## config.mk

```make
export PLATFORM = sky130hd
export DESIGN_NAME = ppwi_log10
export DESIGN_NICKNAME = d
export VERILOG_FILES = /design/src/hdl/ppwi_pkg.sv /design/src/hdl/ppwi_log10.sv
export SDC_FILE = /design/constraint.sdc
export NUM_CORES = 2
export LEC_CHECK = 0
export ABC_AREA = 1
export BUFFER_PORTS_ARGS = -buffer_cell sky130_fd_sc_hd__buf_2
export CORE_MARGIN = 2
export CORE_UTILIZATION = 34
export DETAILED_ROUTE_END_ITERATION = 6
export MAX_ROUTING_LAYER = met4
export PLACE_DENSITY_LB_ADDON = 0.05
export REMOVE_ABC_BUFFERS = 1
export SETUP_SLACK_MARGIN = 0.3
export SYNTH_ARGS = -nofsm -noshare
export SYNTH_HDL_FRONTEND = slang
export SYNTH_SLANG_ARGS = --single-unit
```

## constraint.sdc

```tcl
create_clock -name clk -period 17.1 [get_ports clk]
set_input_delay 0 -clock clk [delete_from_list [all_inputs] [get_ports clk]]
set_output_delay 0 -clock clk [all_outputs]
set_load 0.005 [all_outputs]
```

## src/hdl/ppwi_pkg.sv

```systemverilog
// Package for the pilot point weighted interpolation block.
// Holds the fixed-point constants, the power-of-two root table and the codes.
// No dependencies.
`default_nettype none
package ppwi_pkg;

	// Input item function codes.
	localparam logic FUNC_LOAD = 1'b0;
	localparam logic FUNC_ROW  = 1'b1;

	// Configuration register indexes (bit 2 of the byte address).
	localparam logic [0:0] REG_LOG_MODE  = 1'b0;
	localparam logic [0:0] REG_LOG_FLOOR = 1'b1;

	localparam logic [30:0] FLOOR_RESET = 31'd66;

	// log10(2) in Q0.32 and log2(10) in Q4.28.
	localparam logic [31:0] LOG10_2_Q32 = 32'd1292913987;
	localparam logic [31:0] LOG2_10_Q28 = 32'd891723283;

	typedef logic [31:0] exp_tab_t [0:16];

	// Integer square root, evaluated at elaboration only.
	function automatic logic [63:0] isqrt64(input logic [63:0] x_in);
		logic [63:0] x;
		logic [63:0] res;
		logic [63:0] b;
		x = x_in;
		res = 64'd0;
		b = 64'd1 << 62;
		for (int i = 0; i < 32; i++) begin
			if (x >= res + b) begin
				x = x - (res + b);
				res = (res >> 1) + b;
			end else begin
				res = res >> 1;
			end
			b = b >> 2;
		end
		return res;
	endfunction

	// Q1.30 factors 2^(2^-k): each entry is the square root of the previous one.
	function automatic exp_tab_t build_exp_tab();
		exp_tab_t t;
		logic [63:0] prev;
		prev = 64'd1 << 31;
		t[0] = prev[31:0];
		for (int k = 1; k <= 16; k++) begin
			prev = isqrt64(prev << 30);
			t[k] = prev[31:0];
		end
		return t;
	endfunction

	localparam exp_tab_t EXP_TAB = build_exp_tab();

endpackage
`default_nettype wire

```

## src/hdl/ppwi_log10.sv

```systemverilog
// Iterative log10 unit for positive Q16.16 values, result in Q16.16.
// Uses ppwi_pkg; normalizes one bit a cycle, then one squaring a cycle.
`default_nettype none
module ppwi_log10 (
	input  wire               clk,
	input  wire               arst_n,
	input  wire               start,
	input  wire [30:0]        v,
	output logic              done,
	output logic signed [31:0] result
);
	import ppwi_pkg::*;

	typedef enum logic [3:0] {
		L_IDLE = 4'b0001,
		L_NORM = 4'b0010,
		L_SQR  = 4'b0100,
		L_FIN  = 4'b1000
	} lstate_t;

	lstate_t      st_q;
	logic [30:0]  m_q;
	logic [4:0]   n_q;
	logic [15:0]  frac_q;
	logic [3:0]   cnt_q;
	logic [63:0]  sq;
	logic [33:0]  sh;
	logic signed [21:0] l2;
	logic signed [53:0] lp;

	// Square of the mantissa and the scaled log2 value.
	always_comb begin
		sq = 64'({33'd0, m_q} * {33'd0, m_q});
		sh = sq[63:30];
		l2 = {6'(n_q) - 6'd16, frac_q};
		lp = 54'(l2 * $signed({1'b0, LOG10_2_Q32})) + 54'sd2147483648;
	end

	// Sequencer: normalize, square sixteen times, scale by log10(2).
	always_ff @(posedge clk or negedge arst_n) begin
		if (!arst_n) begin
			st_q <= L_IDLE;
			done <= 1'b0;
		end else begin
			done <= 1'b0;
			unique case (st_q)
				L_IDLE: begin
					if (start) begin
						st_q <= L_NORM;
					end
				end
				L_NORM: begin
					if (n_q == 5'd0 || m_q[30]) begin
						st_q <= L_SQR;
					end
				end
				L_SQR: begin
					if (cnt_q == 4'd15) begin
						st_q <= L_FIN;
					end
				end
				L_FIN: begin
					st_q <= L_IDLE;
					done <= 1'b1;
				end
				default: st_q <= L_IDLE;
			endcase
		end
	end

	// Datapath registers.
	always_ff @(posedge clk) begin
		unique case (st_q)
			L_IDLE: begin
				m_q    <= (v == 31'd0) ? 31'd1 : v;
				n_q    <= 5'd30;
				cnt_q  <= 4'd0;
				frac_q <= 16'd0;
			end
			L_NORM: begin
				if (n_q != 5'd0 && !m_q[30]) begin
					m_q <= {m_q[29:0], 1'b0};
					n_q <= n_q - 5'd1;
				end
			end
			L_SQR: begin
				cnt_q <= cnt_q + 4'd1;
				if (sh[31]) begin
					frac_q <= {frac_q[14:0], 1'b1};
					m_q    <= sh[31:1];
				end else begin
					frac_q <= {frac_q[14:0], 1'b0};
					m_q    <= sh[30:0];
				end
			end
			L_FIN: begin
				result <= 32'($signed(lp[53:32]));
			end
			default: ;
		endcase
	end
endmodule
`default_nettype wire

```

; ---- Word-level counts from Yosys, hierarchy flattened
; Index checks and enable logic that the tools add are counted.
[classes]
n_addsub = 4
multipliers = 2
eq_ne = 9
n_mux = 14
reduce_logical = 12
[ops]
columns = cell, count
row1 = $mux W31, 3
row2 = $pmux W31 S3, 1
row3 = $mul A31 B31 Y62, 1
row4 = $add A54 B33 Y54 const B, 1
row5 = $mul A22 B32 Y54 const B, 1
row6 = $pmux W16 S2, 1
row7 = $logic_not A31 Y1, 1
row8 = $mux W4, 3
row9 = $pmux W4 S3, 1
row10 = $pmux W5 S2, 1
row11 = $eq A4 B4 Y1 const B, 2
row12 = $ne A2 B2 Y1 const B, 4
row13 = $pmux W4 S2, 1
row14 = $sub A5 B5 Y6 const B, 1
row15 = $logic_not A5 Y1, 1
row16 = $mux W5, 1
row17 = $reduce_bool A5 Y1, 1
row18 = $sub A5 B1 Y5 const B, 1
row19 = $add A4 B1 Y4 const B, 1
row20 = $eq A4 B1 Y1 const B, 1
row21 = $eq A4 B2 Y1 const B, 1
row22 = $eq A4 B3 Y1 const B, 1
row23 = $reduce_and A2 Y1, 2
row24 = $reduce_bool A2 Y1, 2
row25 = 6 further kinds, 7
[totals]
ff_bits = 83
inputBits = 34

; ---- Longest topological paths before layout
[logic_depth]
word_depth = 4
ltp_mapped = 35

; ---- Least setup slack after synthesis
; No wires, ideal clock.
[synth_path]
kind = flip-flop to flip-flop
start = register m_q[8]
end = register m_q[23] (data pin)
setup_time_ns = 0.257
t_arrival_ns = 6.769
path_slack_ns = 10.074
stages_incl_launch_ff = 31
path_buffers = 3
period_less_slack_ns = 7.026
cell_sequence = edfxtp_1 -> clkbuf_1 -> buf_1 -> nand2_1 -> fa_1 -> fa_1 -> inv_1 -> fa_1 -> inv_1 -> fa_1 -> inv_1 -> fa_1 -> fa_1 -> fa_1 -> inv_1 -> fa_1 -> inv_1 -> ha_1 -> nand2_1 -> nor2_2 -> and2_4 -> nand2_1 -> nor3_2 -> nand2_2 -> nand2_2 -> nand2_2 -> nand2_4 -> nor2_8 -> buf_12 -> nand2_2 -> nand3_2
[synth_via]
elab_chain_len = 3
[synth_rtl]
columns = element, line_no
row1 = "start, declared", ppwi_log10.sv:22  ; logic [30:0] m_q;
row2 = "start signal, assigned", ppwi_log10.sv:75  ; m_q <= (v == 31'd0) ? 31'd1 : v;
row3 = "start signal, assigned", ppwi_log10.sv:82  ; m_q <= {m_q[29:0], 1'b0};
row4 = "start signal, assigned", ppwi_log10.sv:90  ; m_q <= sh[31:1];
row5 = $mul A31 B31 Y62, ppwi_log10.sv:33  ; sq = 64'({33'd0, m_q} * {33'd0, m_q});
row6 = $mux W31, ppwi_log10.sv:88  ; if (sh[31]) begin
row7 = $pmux W31 S3, ppwi_log10.sv:73  ; unique case (st_q)
; Every way passes these cells.
; A chain may end at the register's enable or synchronous reset.

; ---- Worst setup path after layout
[layout_path]
start = register m_q[6]
end = register m_q[21] (data pin)
; The elaborated chain is that of the path after synthesis.

==> results.py <==
metrics = {
    "clocking": {
        "clock_latency_ps": 410,
        "clockBufferDepth": 2,
        "post-cts-setup-buffers": 0,
        "path_clk_slew_ps": 100,
        "h-tree-depth": 3,
        "root_buffer": "clkbuf_16",
        "cts_tree": "done",
        "cts.sinks": 83,
        "cts_buffers": 9,
    },
    "finish": {
        "fin_area_um2": 45600,
        "diodes": 0,
        "nFillCells": 13513,
        "layout_commonest_cell": "inv_1",
        "final_nets": 6826,
        "layout.cells.most_common_list": "inv_1 (1711), nand2_1 (1199), fa_1 (903)",
        "syn_to_final_growth_pct": 6.03,
        "layout-drive-gt1-share_pct": 3.44,
        "postLayoutCoreUtil_pct": 36.3,
    },
    "worst_hold_path": {
        "hp-start": "v[13]",
        "min_path_type": "input port to flip-flop",
    },
    "global_routing": {
        "grt_pass1_vias": 34474,
        "grt_overflow": 0,
        "grt_max_degree": 34,
        "grt_pass1_wl_mm": 217,
        "antenna_found_initial": 1,
        "grt_usage_pct": 23.0,
    },
    "floorplan": {
        "start_util_pct": 34.2,
        "die_x_um": 360,
        "core.rowCount": 130,
        "dieArea_um2": 129000,
        "coreArea_um2": 126000,
        "chipHeight_um": 360,
        "num_io_pins": 67,
    },
    "yosys": {
        "ys_ff_latch": 83,
        "yosysUniqueCellTypes": 52,
        "synth-edff-count": 78,
        "synth_area_um2": 43000,
        "syn_area_per_cell_um2": 8.04,
        "yosysWarnings": 0,
        "synthCells": 5345,
        "synthFlopType": "edfxtp_1",
        "seq_area_frac_synth_pct": 5.74,
        "synthArstFlopShare_pct": 6.02,
    },
    "timing": {
        "worstMarginPinSlew_ps": 1290,
        "hold_violations": 0,
        "drv_slew": 0,
        "clock_skew_ps": 18.8,
        "finalSetupTns_ps": 0,
        "setup_viol_count_final": 0,
        "fin_crit_sh_pct": 50.0,
        "slew_headroom_pct": 13.8,
        "max_freq_mhz": 117,
        "min_period_ps": 8550,
        "whs_ps": 32.8,
        "rsz0062_at_grt": "false",
    },
    "worst_setup_path": {
        "critPathMaxStageDelay_ps": 930,
        "path_class": "flip-flop to flip-flop",
        "path_max_fanout": 18,
        "path_buf_inv": 6,
        "cp.required_ps": 17240,
        "crit_start": "m_q[6]$_DFFE_PP_",
        "setup.worst_path.end_class": "flip-flop",
        "timing.rr.start": "m_q[6]$_DFFE_PP_",
        "worst_ep_arrival_time_ps": 8690,
        "crit_top_cell": "fa_1",
        "critPathSlowestCell": "edfxtp_1",
        "cp-start-kind": "flip-flop",
        "path_delay_family": "adder cells",
    },
    "placed_design": {
        "dp_hpwl_mm": 121,
        "place_area_um2": 45200,
        "portBuffers": 66,
        "place.gp.congestion": 0.927,
    },
    "detailed_routing": {
        "vias_per_cell": 4.54,
        "dr.pass1.iters": 5,
        "ant_nets": 0,
        "wl_per_cell_um": 20.1,
        "num_vias": 31767,
        "post-route-drc-count": 0,
        "drt_wl_total_mm": 140,
        "drtIter0Drc": 1649,
    },
    "outcome": {
        "status": "finished, final reports clean",
    },
    "flow_run": {
        "maxCapViolCount": 0,
    },
}
[cells in the mapped netlist (all sizes together), types with 3 or more instances]
| library cell | instances | area, um^2 |
|---|---|---|
| dfrtp | 4 | 100 |
| a211oi | 3 | 22.5 |
| nand4 | 22 | 138 |
| ha | 544 | 6810 |
| and2 | 3 | 22.5 |
| o22ai | 5 | 31.3 |
| o21ai | 79 | 395 |
| nor4 | 12 | 75.1 |
| clkbuf | 84 | 315 |
| fa | 903 | 18100 |
| edfxtp | 78 | 2340 |
| or2 | 11 | 68.8 |
| nand2 | 1216 | 4610 |
| and3 | 3 | 18.8 |
| nand3b | 10 | 75.1 |
| o21bai | 22 | 165 |
| nor2 | 227 | 886 |
| a21o | 9 | 67.6 |
| a21oi | 120 | 608 |
| a31oi | 11 | 68.8 |
| buf | 35 | 205 |
| nand3 | 137 | 741 |
| xnor2 | 14 | 123 |
| o21a | 4 | 30.0 |
| inv | 1714 | 6430 |
| nor3 | 30 | 160 |
| xor2 | 34 | 298 |
[area by class of cell]
type | count | area (um^2) | share of cell area (%)
multi-input cells | 3428 | 33600 | 73.7
repair buffers | 108 | 653 | 1.43
inverters | 1715 | 6440 | 14.1
clock inverters | 7 | 128 | 0.280
clock buffers | 9 | 225 | 0.494
well taps | 1650 | 2060 | 4.53
flip-flops and latches | 83 | 2470 | 5.42
[what timing repair did]
action / 4_1_cts / 5_1_grt
setup endpoints to repair: 0 / 0
hold buffers: 3 / 0
resized for setup: 0 / 0
endpoints found under the hold margin: 7 / 0
[routing by layer]
metal	global-route usage, %	vias to the layer above	share of wire (%)
met1	33.2	15892	50
met5	-	-	0
met2	36.9	402	47
met4	1.90	0	0.65
li1	-	15435	-
met3	1.34	38	2.5
[cell families (layout without fill, tap and decap cells)]
logic type	Yosys count	after routing	share of synthesized area, %
buffers and inverters	1834	1839	16.2
AND/OR/NAND/NOR	1671	1671	15.8
adder cells (fa/ha/maj)	1447	1447	57.9
AO/OA/AOI/OAI	262	262	3.40
flip-flops	83	83	5.74
XOR/XNOR	48	48	0.978
[worst paths after layout]
kind                                     endpoint  slack (ps)  cells after the start
setup / recovery                m_q[21]$_DFFE_PP_        8550                     29
hold / removal                  m_q[13]$_DFFE_PP_          30                      5
setup reg to reg                m_q[21]$_DFFE_PP_        8550                     29
hold reg to reg            cnt_q[0]$_SDFFCE_PN0P_         600                      1
max in group asynchronous     st_q[2]$_DFFE_PN0P_       16410                      3
min in group asynchronous     st_q[0]$_DFFE_PN1P_          70                      2
[stage by stage]
stage / setup slack [ps] / cells
6_report: 8550 / 7000
5_1_grt: 8200 / 7000
4_1_cts: 8560 / 7000
3_5_place_dp: 8650 / 6981
3_3_place_gp: 8730 / 6981
2_1_floorplan: 10110 / 5226
[worst reg2reg max path, delay by kind of cell (launching register included)]
family,cells,cell delay (ps)
fa+ha+maj,9,4240
simple gates,13,2110
flops,1,930
buf+inv,6,910
compound gates,1,70
[registers in the layout (all words and copies together) (netlist names)]
| register | flops |
|---|---|
| cnt_q | 4 |
| done | 1 |
| frac_q | 16 |
| m_q | 31 |
| n_q | 5 |
| result | 22 |
| st_q | 4 |
Power is not shown: default switching activity piles up to over one toggle a cycle in this logic, so the estimate is an artifact.
