[src/hdl/ppwi_pkg.sv]
// Package for the pilot point weighted interpolation block.
// Holds the fixed-point constants, the power-of-two root table and the codes.
// No dependencies.
`default_nettype none
package ppwi_pkg;

	// Input item function codes.
	localparam logic FUNC_LOAD = 1'b0;
	localparam logic FUNC_ROW  = 1'b1;

	// Configuration register indexes (bit 2 of the byte address).
	localparam logic [0:0] REG_LOG_MODE  = 1'b0;
	localparam logic [0:0] REG_LOG_FLOOR = 1'b1;

	localparam logic [30:0] FLOOR_RESET = 31'd66;

	// log10(2) in Q0.32 and log2(10) in Q4.28.
	localparam logic [31:0] LOG10_2_Q32 = 32'd1292913987;
	localparam logic [31:0] LOG2_10_Q28 = 32'd891723283;

	typedef logic [31:0] exp_tab_t [0:16];

	// Integer square root, evaluated at elaboration only.
	function automatic logic [63:0] isqrt64(input logic [63:0] x_in);
		logic [63:0] x;
		logic [63:0] res;
		logic [63:0] b;
		x = x_in;
		res = 64'd0;
		b = 64'd1 << 62;
		for (int i = 0; i < 32; i++) begin
			if (x >= res + b) begin
				x = x - (res + b);
				res = (res >> 1) + b;
			end else begin
				res = res >> 1;
			end
			b = b >> 2;
		end
		return res;
	endfunction

	// Q1.30 factors 2^(2^-k): each entry is the square root of the previous one.
	function automatic exp_tab_t build_exp_tab();
		exp_tab_t t;
		logic [63:0] prev;
		prev = 64'd1 << 31;
		t[0] = prev[31:0];
		for (int k = 1; k <= 16; k++) begin
			prev = isqrt64(prev << 30);
			t[k] = prev[31:0];
		end
		return t;
	endfunction

	localparam exp_tab_t EXP_TAB = build_exp_tab();

endpackage
`default_nettype wire

[src/hdl/ppwi_pow10.sv]
// Iterative power-of-ten unit: Q16.16 exponent in, saturated Q16.16 value out.
// Uses ppwi_pkg for log2(10) and the root factor table.
`default_nettype none
module ppwi_pow10 (
	input  wire                clk,
	input  wire                arst_n,
	input  wire                start,
	input  wire signed [31:0]  y,
	output logic               done,
	output logic signed [31:0] result
);
	import ppwi_pkg::*;

	typedef enum logic [4:0] {
		P_IDLE  = 5'b00001,
		P_MUL   = 5'b00010,
		P_SPLIT = 5'b00100,
		P_ITER  = 5'b01000,
		P_SCALE = 5'b10000
	} pstate_t;

	pstate_t            st_q;
	logic signed [31:0] y_q;
	logic signed [63:0] tp_q;
	logic signed [35:0] t;
	logic signed [19:0] ip;
	logic signed [19:0] ip_q;
	logic [15:0]        f_q;
	logic [4:0]         k_q;
	logic [31:0]        r_q;
	logic [63:0]        rp;
	logic signed [20:0] s;
	logic [39:0]        rr;
	logic [39:0]        rs;
	logic [31:0]        scaled;

	always_comb begin
		// Exponent in base two, rounded to Q16.16.
		t  = 36'((tp_q + 64'sd134217728) >>> 28);
		ip = t[35:16];
		// One factor of the fraction product.
		rp = 64'({32'd0, r_q} * {32'd0, EXP_TAB[k_q]}) + 64'd536870912;
		// Final scaling by the integer part.
		s  = 21'sd14 - 21'(ip_q);
		rr = {8'd0, r_q};
		rs = rr;
		if (s > 21'sd0) begin
			rs = (rr + (40'd1 << (6'(s) - 6'd1))) >> 6'(s);
		end
		if (s >= 21'sd40) begin
			scaled = 32'd0;
		end else if (rs > 40'h7FFFFFFF) begin
			scaled = 32'h7FFFFFFF;
		end else begin
			scaled = rs[31:0];
		end
	end

	// Sequencer.
	always_ff @(posedge clk or negedge arst_n) begin
		if (!arst_n) begin
			st_q <= P_IDLE;
			done <= 1'b0;
		end else begin
			done <= 1'b0;
			unique case (st_q)
				P_IDLE: begin
					if (start) begin
						st_q <= P_MUL;
					end
				end
				P_MUL: st_q <= P_SPLIT;
				P_SPLIT: begin
					if (ip >= 20'sd15) begin
						st_q <= P_IDLE;
						done <= 1'b1;
					end else begin
						st_q <= P_ITER;
					end
				end
				P_ITER: begin
					if (k_q == 5'd16) begin
						st_q <= P_SCALE;
					end
				end
				P_SCALE: begin
					st_q <= P_IDLE;
					done <= 1'b1;
				end
				default: st_q <= P_IDLE;
			endcase
		end
	end

	// Datapath registers.
	always_ff @(posedge clk) begin
		unique case (st_q)
			P_IDLE: y_q <= y;
			P_MUL: tp_q <= 64'(y_q * $signed({1'b0, LOG2_10_Q28}));
			P_SPLIT: begin
				ip_q   <= ip;
				f_q    <= t[15:0];
				k_q    <= 5'd1;
				r_q    <= 32'd1 << 30;
				result <= 32'h7FFFFFFF;
			end
			P_ITER: begin
				if (f_q[15]) begin
					r_q <= rp[61:30];
				end
				f_q <= {f_q[14:0], 1'b0};
				k_q <= k_q + 5'd1;
			end
			P_SCALE: result <= scaled;
			default: ;
		endcase
	end
endmodule
`default_nettype wire

[config.mk]
export PLATFORM = sky130hd
export DESIGN_NAME = ppwi_pow10
export DESIGN_NICKNAME = d
export VERILOG_FILES = /design/src/hdl/ppwi_pkg.sv /design/src/hdl/ppwi_pow10.sv
export SDC_FILE = /design/constraint.sdc
export NUM_CORES = 2
export LEC_CHECK = 0
export BUFFER_PORTS_ARGS = -buffer_cell sky130_fd_sc_hd__buf_2
export CAP_MARGIN = 5
export CORE_MARGIN = 2
export CORE_UTILIZATION = 35
export DETAILED_ROUTE_END_ITERATION = 6
export GPL_TIMING_DRIVEN = 1
export SLEW_MARGIN = 15
export SYNTH_ARGS = -nofsm -noshare
export SYNTH_HDL_FRONTEND = slang
export SYNTH_SLANG_ARGS = --single-unit
[constraint.sdc]
create_clock -name clk -period 16.9 [get_ports clk]
set_input_delay 2.535 -clock clk [delete_from_list [all_inputs] [get_ports clk]]
set_output_delay 2.535 -clock clk [all_outputs]
set_load 0.01 [all_outputs]
# Word-level counts from Yosys, hierarchy flattened
# Memory sizes are Yosys's and may differ from the RTL's.
# Cells that the tools add are included.
# word_totals
ff_bits	207
latch_bits	0
ramBits	0
rom_bits	1024
inputBits	35
output_inout_bits	33
elab_cells	55
mem_count	1
# op_classes
addsub	6
multipliers	2
n_div	0
magnitude_cmp	5
eq_ne	9
shift	2
muxes	16
n_bitwise	1
n_reduce_logical	4
# mem_list
name	words	word_bits	rd	rd_clocked_by_memory_dff	wr	line	source
(name not given)	32	32	1	0	0	ppwi_pow10.sv:42	rp = 64'({32'd0, r_q} * {32'd0, EXP_TAB[k_q]}) + 64'd536870912;
# ops
operator	n
$mux 32	5
$pmux 32 s2	2
$add 64x29->64 const B	1
$mul 32x31->63 const B	1
$add 62x30->62 const B	1
$mul 32x32->62	1
$add 32x40->40	1
$gt 40x31->1 const B	1
$mux 40	1
$shl 1x6->40 const A	1
$shr 40x6->40	1
$pmux 16 s2	1
$ge 21x7->1 const B	1
$gt 21x1->1 const B	1
$sub 5x20->21 const A	1
$ge 20x5->1 const B	1
$pmux 5 s4	1
$eq 5x5->1 const B	2
$mux 5	2
$pmux 5 s2	1
$ge 6x6->1 const B	1
$ne 2x2->1 const B	3
$not 5->6	1
$sub 6x1->6 const B	1
10 further kinds	12

# Logic depth before layout (Yosys ltp)
# logic_depth
depth_word	10
mapped_depth	38
ltp_nobuf	35

# Worst setup path after synthesis
# OpenSTA, ideal clock, no wires.
# synth_timing
path_kind	reg2reg
startpoint	register k_q[3]
endpoint	register r_q[24] (data pin)
arrival_ps	9016
required_time_ps	16634
setup_slack_ps	7618
stages_incl_launch_ff	34
cell_sequence	edfxtp_1 -> clkbuf_1 -> buf_1 -> clkbuf_1 -> a21oi_1 -> a211oi_1 -> clkbuf_1 -> nor2b_1 -> fa_1 -> fa_1 -> fa_1 -> inv_1 -> fa_1 -> inv_1 -> fa_1 -> inv_1 -> fa_1 -> inv_1 -> fa_1 -> inv_1 -> fa_1 -> inv_1 -> ha_1 -> a2111oi_0 -> o21ai_0 -> a221oi_1 -> o32ai_1 -> o311ai_1 -> a21oi_1 -> a211oi_1 -> o21ai_1 -> a311oi_1 -> xor2_1 -> nor2_1
# synth_between
elab_chain_len	8
# synth_rtl
element	line	source
start, declared	ppwi_pow10.sv:29	logic [4:0] k_q;
start signal, assigned	ppwi_pow10.sv:112	k_q <= k_q + 5'd1;
$not 5->6 (not written as such)	ppwi_pow10.sv:42	
$mem_v2 32x32	--	
$mux 32 (not written as such) (2 in series)	ppwi_pow10.sv:42	
$mul 32x32->62	ppwi_pow10.sv:42	
$add 62x30->62	ppwi_pow10.sv:42	
$mux 32	ppwi_pow10.sv:108	if (f_q[15]) begin
$pmux 32 s2	ppwi_pow10.sv:97	unique case (st_q)
end signal, assigned	ppwi_pow10.sv:104	r_q <= 32'd1 << 30;
end signal, assigned	ppwi_pow10.sv:109	r_q <= rp[61:30];
end, declared	ppwi_pow10.sv:30	logic [31:0] r_q;
# Every way passes these cells. The select of a mux whose other input is x is not followed.
# A chain may end at the register's enable or synchronous reset.

# Worst setup path in the final report
# layout_timing
startpoint	register k_q[0]
endpoint	register r_q[24] (data pin)
# Same word-level chain as after synthesis.

==> flow_metrics.py <==
metrics = {
    "outcome": {
        "status": "finished clean",
    },
    "die": {
        "rows": 154,
        "die_x_um": 425,
        "start_util_pct": 35.3,
        "chipHeight_um": 425,
        "die_area_sq_mm": 0.181,
        "design.core.area_sq_mm": 0.176,
        "io_pins": 68,
    },
    "sta": {
        "setup_tns_ns": 0,
        "post-route-min-period_ns": 11.06,
        "hold_violations": 0,
        "finalCritPeriodShare_pct": 65.5,
        "setup_slack_ns": 5.84,
        "setup_viol": 0,
        "skew_ns": 0.0198,
        "rsz0062_at_grt": "false",
        "fmax_mhz": 90.4,
        "drv_slew": 0,
        "relSlewSlack_pct": 19.8,
        "worstMarginPinSlew_ns": 1.20,
    },
    "critical_path": {
        "cp_slowest_cell": "ha_1",
        "crit_fanout": 32,
        "critical_path_class": "reg2reg",
        "cpMostUsedCell": "fa_1",
        "worstPathRequired_ns": 17.16,
        "cp-start-kind": "flip-flop",
        "end_kind": "flip-flop",
        "max_stage_delay_ns": 0.92,
        "arrival_ns": 11.32,
    },
    "synth": {
        "netlist_area_sq_mm": 0.0622,
        "synth_nets": 8643,
        "synthFlopType": "edfxtp_1",
        "syn_inst": 6683,
        "ys_ff_latch": 179,
        "synth_top_area_share_pct": 40.9,
        "synth_edf_count": 173,
        "synthAdderAreaFrac_pct": 54.1,
        "yosys.area_share.simple_pct": 14.4,
        "yosys.area.top_type": "fa_1",
        "synthArstFlopShare_pct": 3.35,
        "yosysUniqueCellTypes": 99,
        "yosysWarnings": 0,
        "synth_xor_area_share_pct": 2.67,
        "synth-compound-area-share_pct": 7.57,
        "synth_area_leaders": "fa_1, ha_1, inv_1",
        "avgSynthCellArea_sq_um": 9.30,
        "synth_top_family_by_area": "adder cells",
        "synth-seq-area-share_pct": 8.60,
        "synth_mux_area_share_pct": 1.47,
    },
    "route": {
        "wl_mm": 191,
        "drc": 0,
        "avgRoutedWirePerCell_um": 21.5,
        "drtIter0Drc": 3232,
        "firstDrtPassIters": 6,
        "antenna_left": 0,
        "num_vias": 46300,
        "avgViaCountPerCell": 5.20,
    },
    "placed_design": {
        "portBuffers": 67,
        "dp.cells": 8877,
        "place_hpwl_mm": 147,
        "pre_cts_ws_ns": 5.98,
        "gp_congestion": 0.925,
    },
    "layout": {
        "final_nets": 8516,
        "area_delta_synth_final_pct": 5.72,
        "layout-drive-gt1-share_pct": 4.60,
        "final_cell_mix": "inv_1, fa_1, ha_1",
        "layout.cells.non_filler": 8911,
        "final_core_util_pct": 37.3,
        "final_common_cell": "inv_1",
    },
    "grt": {
        "grt_pass1_vias": 50400,
        "grt_first_pass_wirelength_mm": 299,
        "grt_max_degree": 63,
        "grt_use_total_pct": 21.7,
        "grt.overflow.total": 0,
        "grt_antenna_before_repair": 11,
    },
    "cts": {
        "path_clk_slew_ns": 0.08,
        "cts_made_buffers": 17,
        "root_buffer": "clkbuf_16",
        "ctsResizeCount": 0,
        "cts_tree": "done",
        "cts_sinks": 179,
        "clock_latency_ns": 0.53,
        "h-tree-depth": 4,
        "cts.path.max_buffers": 2,
        "post_cts_buffers": 0,
        "ctsHoldBuffers": 0,
    },
    "flow_run": {
        "maxCapViolations": 0,
    },
    "worst_hold_path": {
        "hold_class": "reg2reg",
    },
}
==> metal layers <==
metal	global-route usage [%]	wire length, um	vias to the layer above
met2	37.3	93900	1601
met4	9.78	9640	0
met1	27.2	76400	23900
met5	0	0	-
li1	-	-	20400
met3	2.49	11200	405
==> state kept, by name, indices dropped and copies added, names as in the netlist <==
name	cells
st_q	5
k_q	5
tp_q	36
done	1
y_q	32
ip_q	20
r_q	32
f_q	16
result	32
==> critical path: cells and delay by family (launching register included) <==
kind / cells / cell delay [ns]
DFF: 1 / 0.58
buffers and inverters: 8 / 0.91
xor gates and xnor gates: 1 / 0.18
AOI/OAI and AO/OA: 11 / 3.54
adders and majority gates: 10 / 5.05
and+or+nand+nor: 3 / 0.46
==> Yosys cell counts, types with 11 or more instances <==
cell and instances:
o21a_1 31, inv_1 1532, a31oi_1 41, ha_1 654
a221oi_1 13, o211ai_1 34, or3_1 17, o22ai_1 13
or2_2 17, nand2b_1 28, buf_2 12, o31ai_1 11
and2_1 430, clkbuf_1 280, mux2i_1 52, xor2_1 59
nand3_1 75, nor3_1 60, nor2b_1 115, xnor2_1 125
a211o_1 17, a211oi_1 41, mux2_2 19, and3_1 94
a21oi_2 11, nand4_1 40, a21oi_1 155, o21ai_0 107
nand2_1 638, nor4_1 13, nor2_1 214, edfxtp_1 173
nor3b_1 11, fa_1 1271, a21o_1 69
==> path summary, 6_finish.rpt <==
kind	start	to	slack, ns	cells after the start
setup / recovery	k_q[0]$_SDFFCE_PN1N_	r_q[24]$_SDFFCE_PN0P_	5.84	33
hold / removal	f_q[7]$_DFFE_PN_	f_q[8]$_DFFE_PN_	0.52	2
setup reg to reg	k_q[0]$_SDFFCE_PN1N_	r_q[24]$_SDFFCE_PN0P_	5.84	33
hold reg to reg	f_q[7]$_DFFE_PN_	f_q[8]$_DFFE_PN_	0.52	2
max in group asynchronous	arst_n	st_q[0]$_DFFE_PN1P_	14.86	1
min in group asynchronous	arst_n	st_q[4]$_DFFE_PN0P_	1.81	1
==> final cells by class <==
type / instances / area (sq um)
Timing Repair Buffer: 160 / 1030
Clock inverter: 12 / 125
Inverter: 1535 / 5760
Sequential cell: 179 / 5350
Fill cell: 17800 / 111000
Clock buffer: 20 / 447
Antenna cell: 2 / 5.00
Tap cell: 2340 / 2930
Multi-Input combinational cell: 4663 / 50100
==> stage by stage <==
| step | cell area, sq um | hold WS, ns |
|---|---|---|
| detailed placement | 65100 | 0.517 |
| global placement | 65100 | 0.505 |
| global route | 65700 | 0.566 |
| floorplan | 62200 | 0.466 |
| CTS | 65700 | 0.528 |
| finish | 65700 | 0.524 |
==> cells by family after synthesis <==
logic type,Yosys count
AOI/OAI and AO/OA,687
xor gates and xnor gates,187
adders and majority gates,1926
buffers and inverters,1841
DFF,179
muxes,79
other,1
and+or+nand+nor,1783
Power is left out: the tool's default activity adds up to more than one toggle a clock period on the data nets, which glitch-free logic cannot reach.
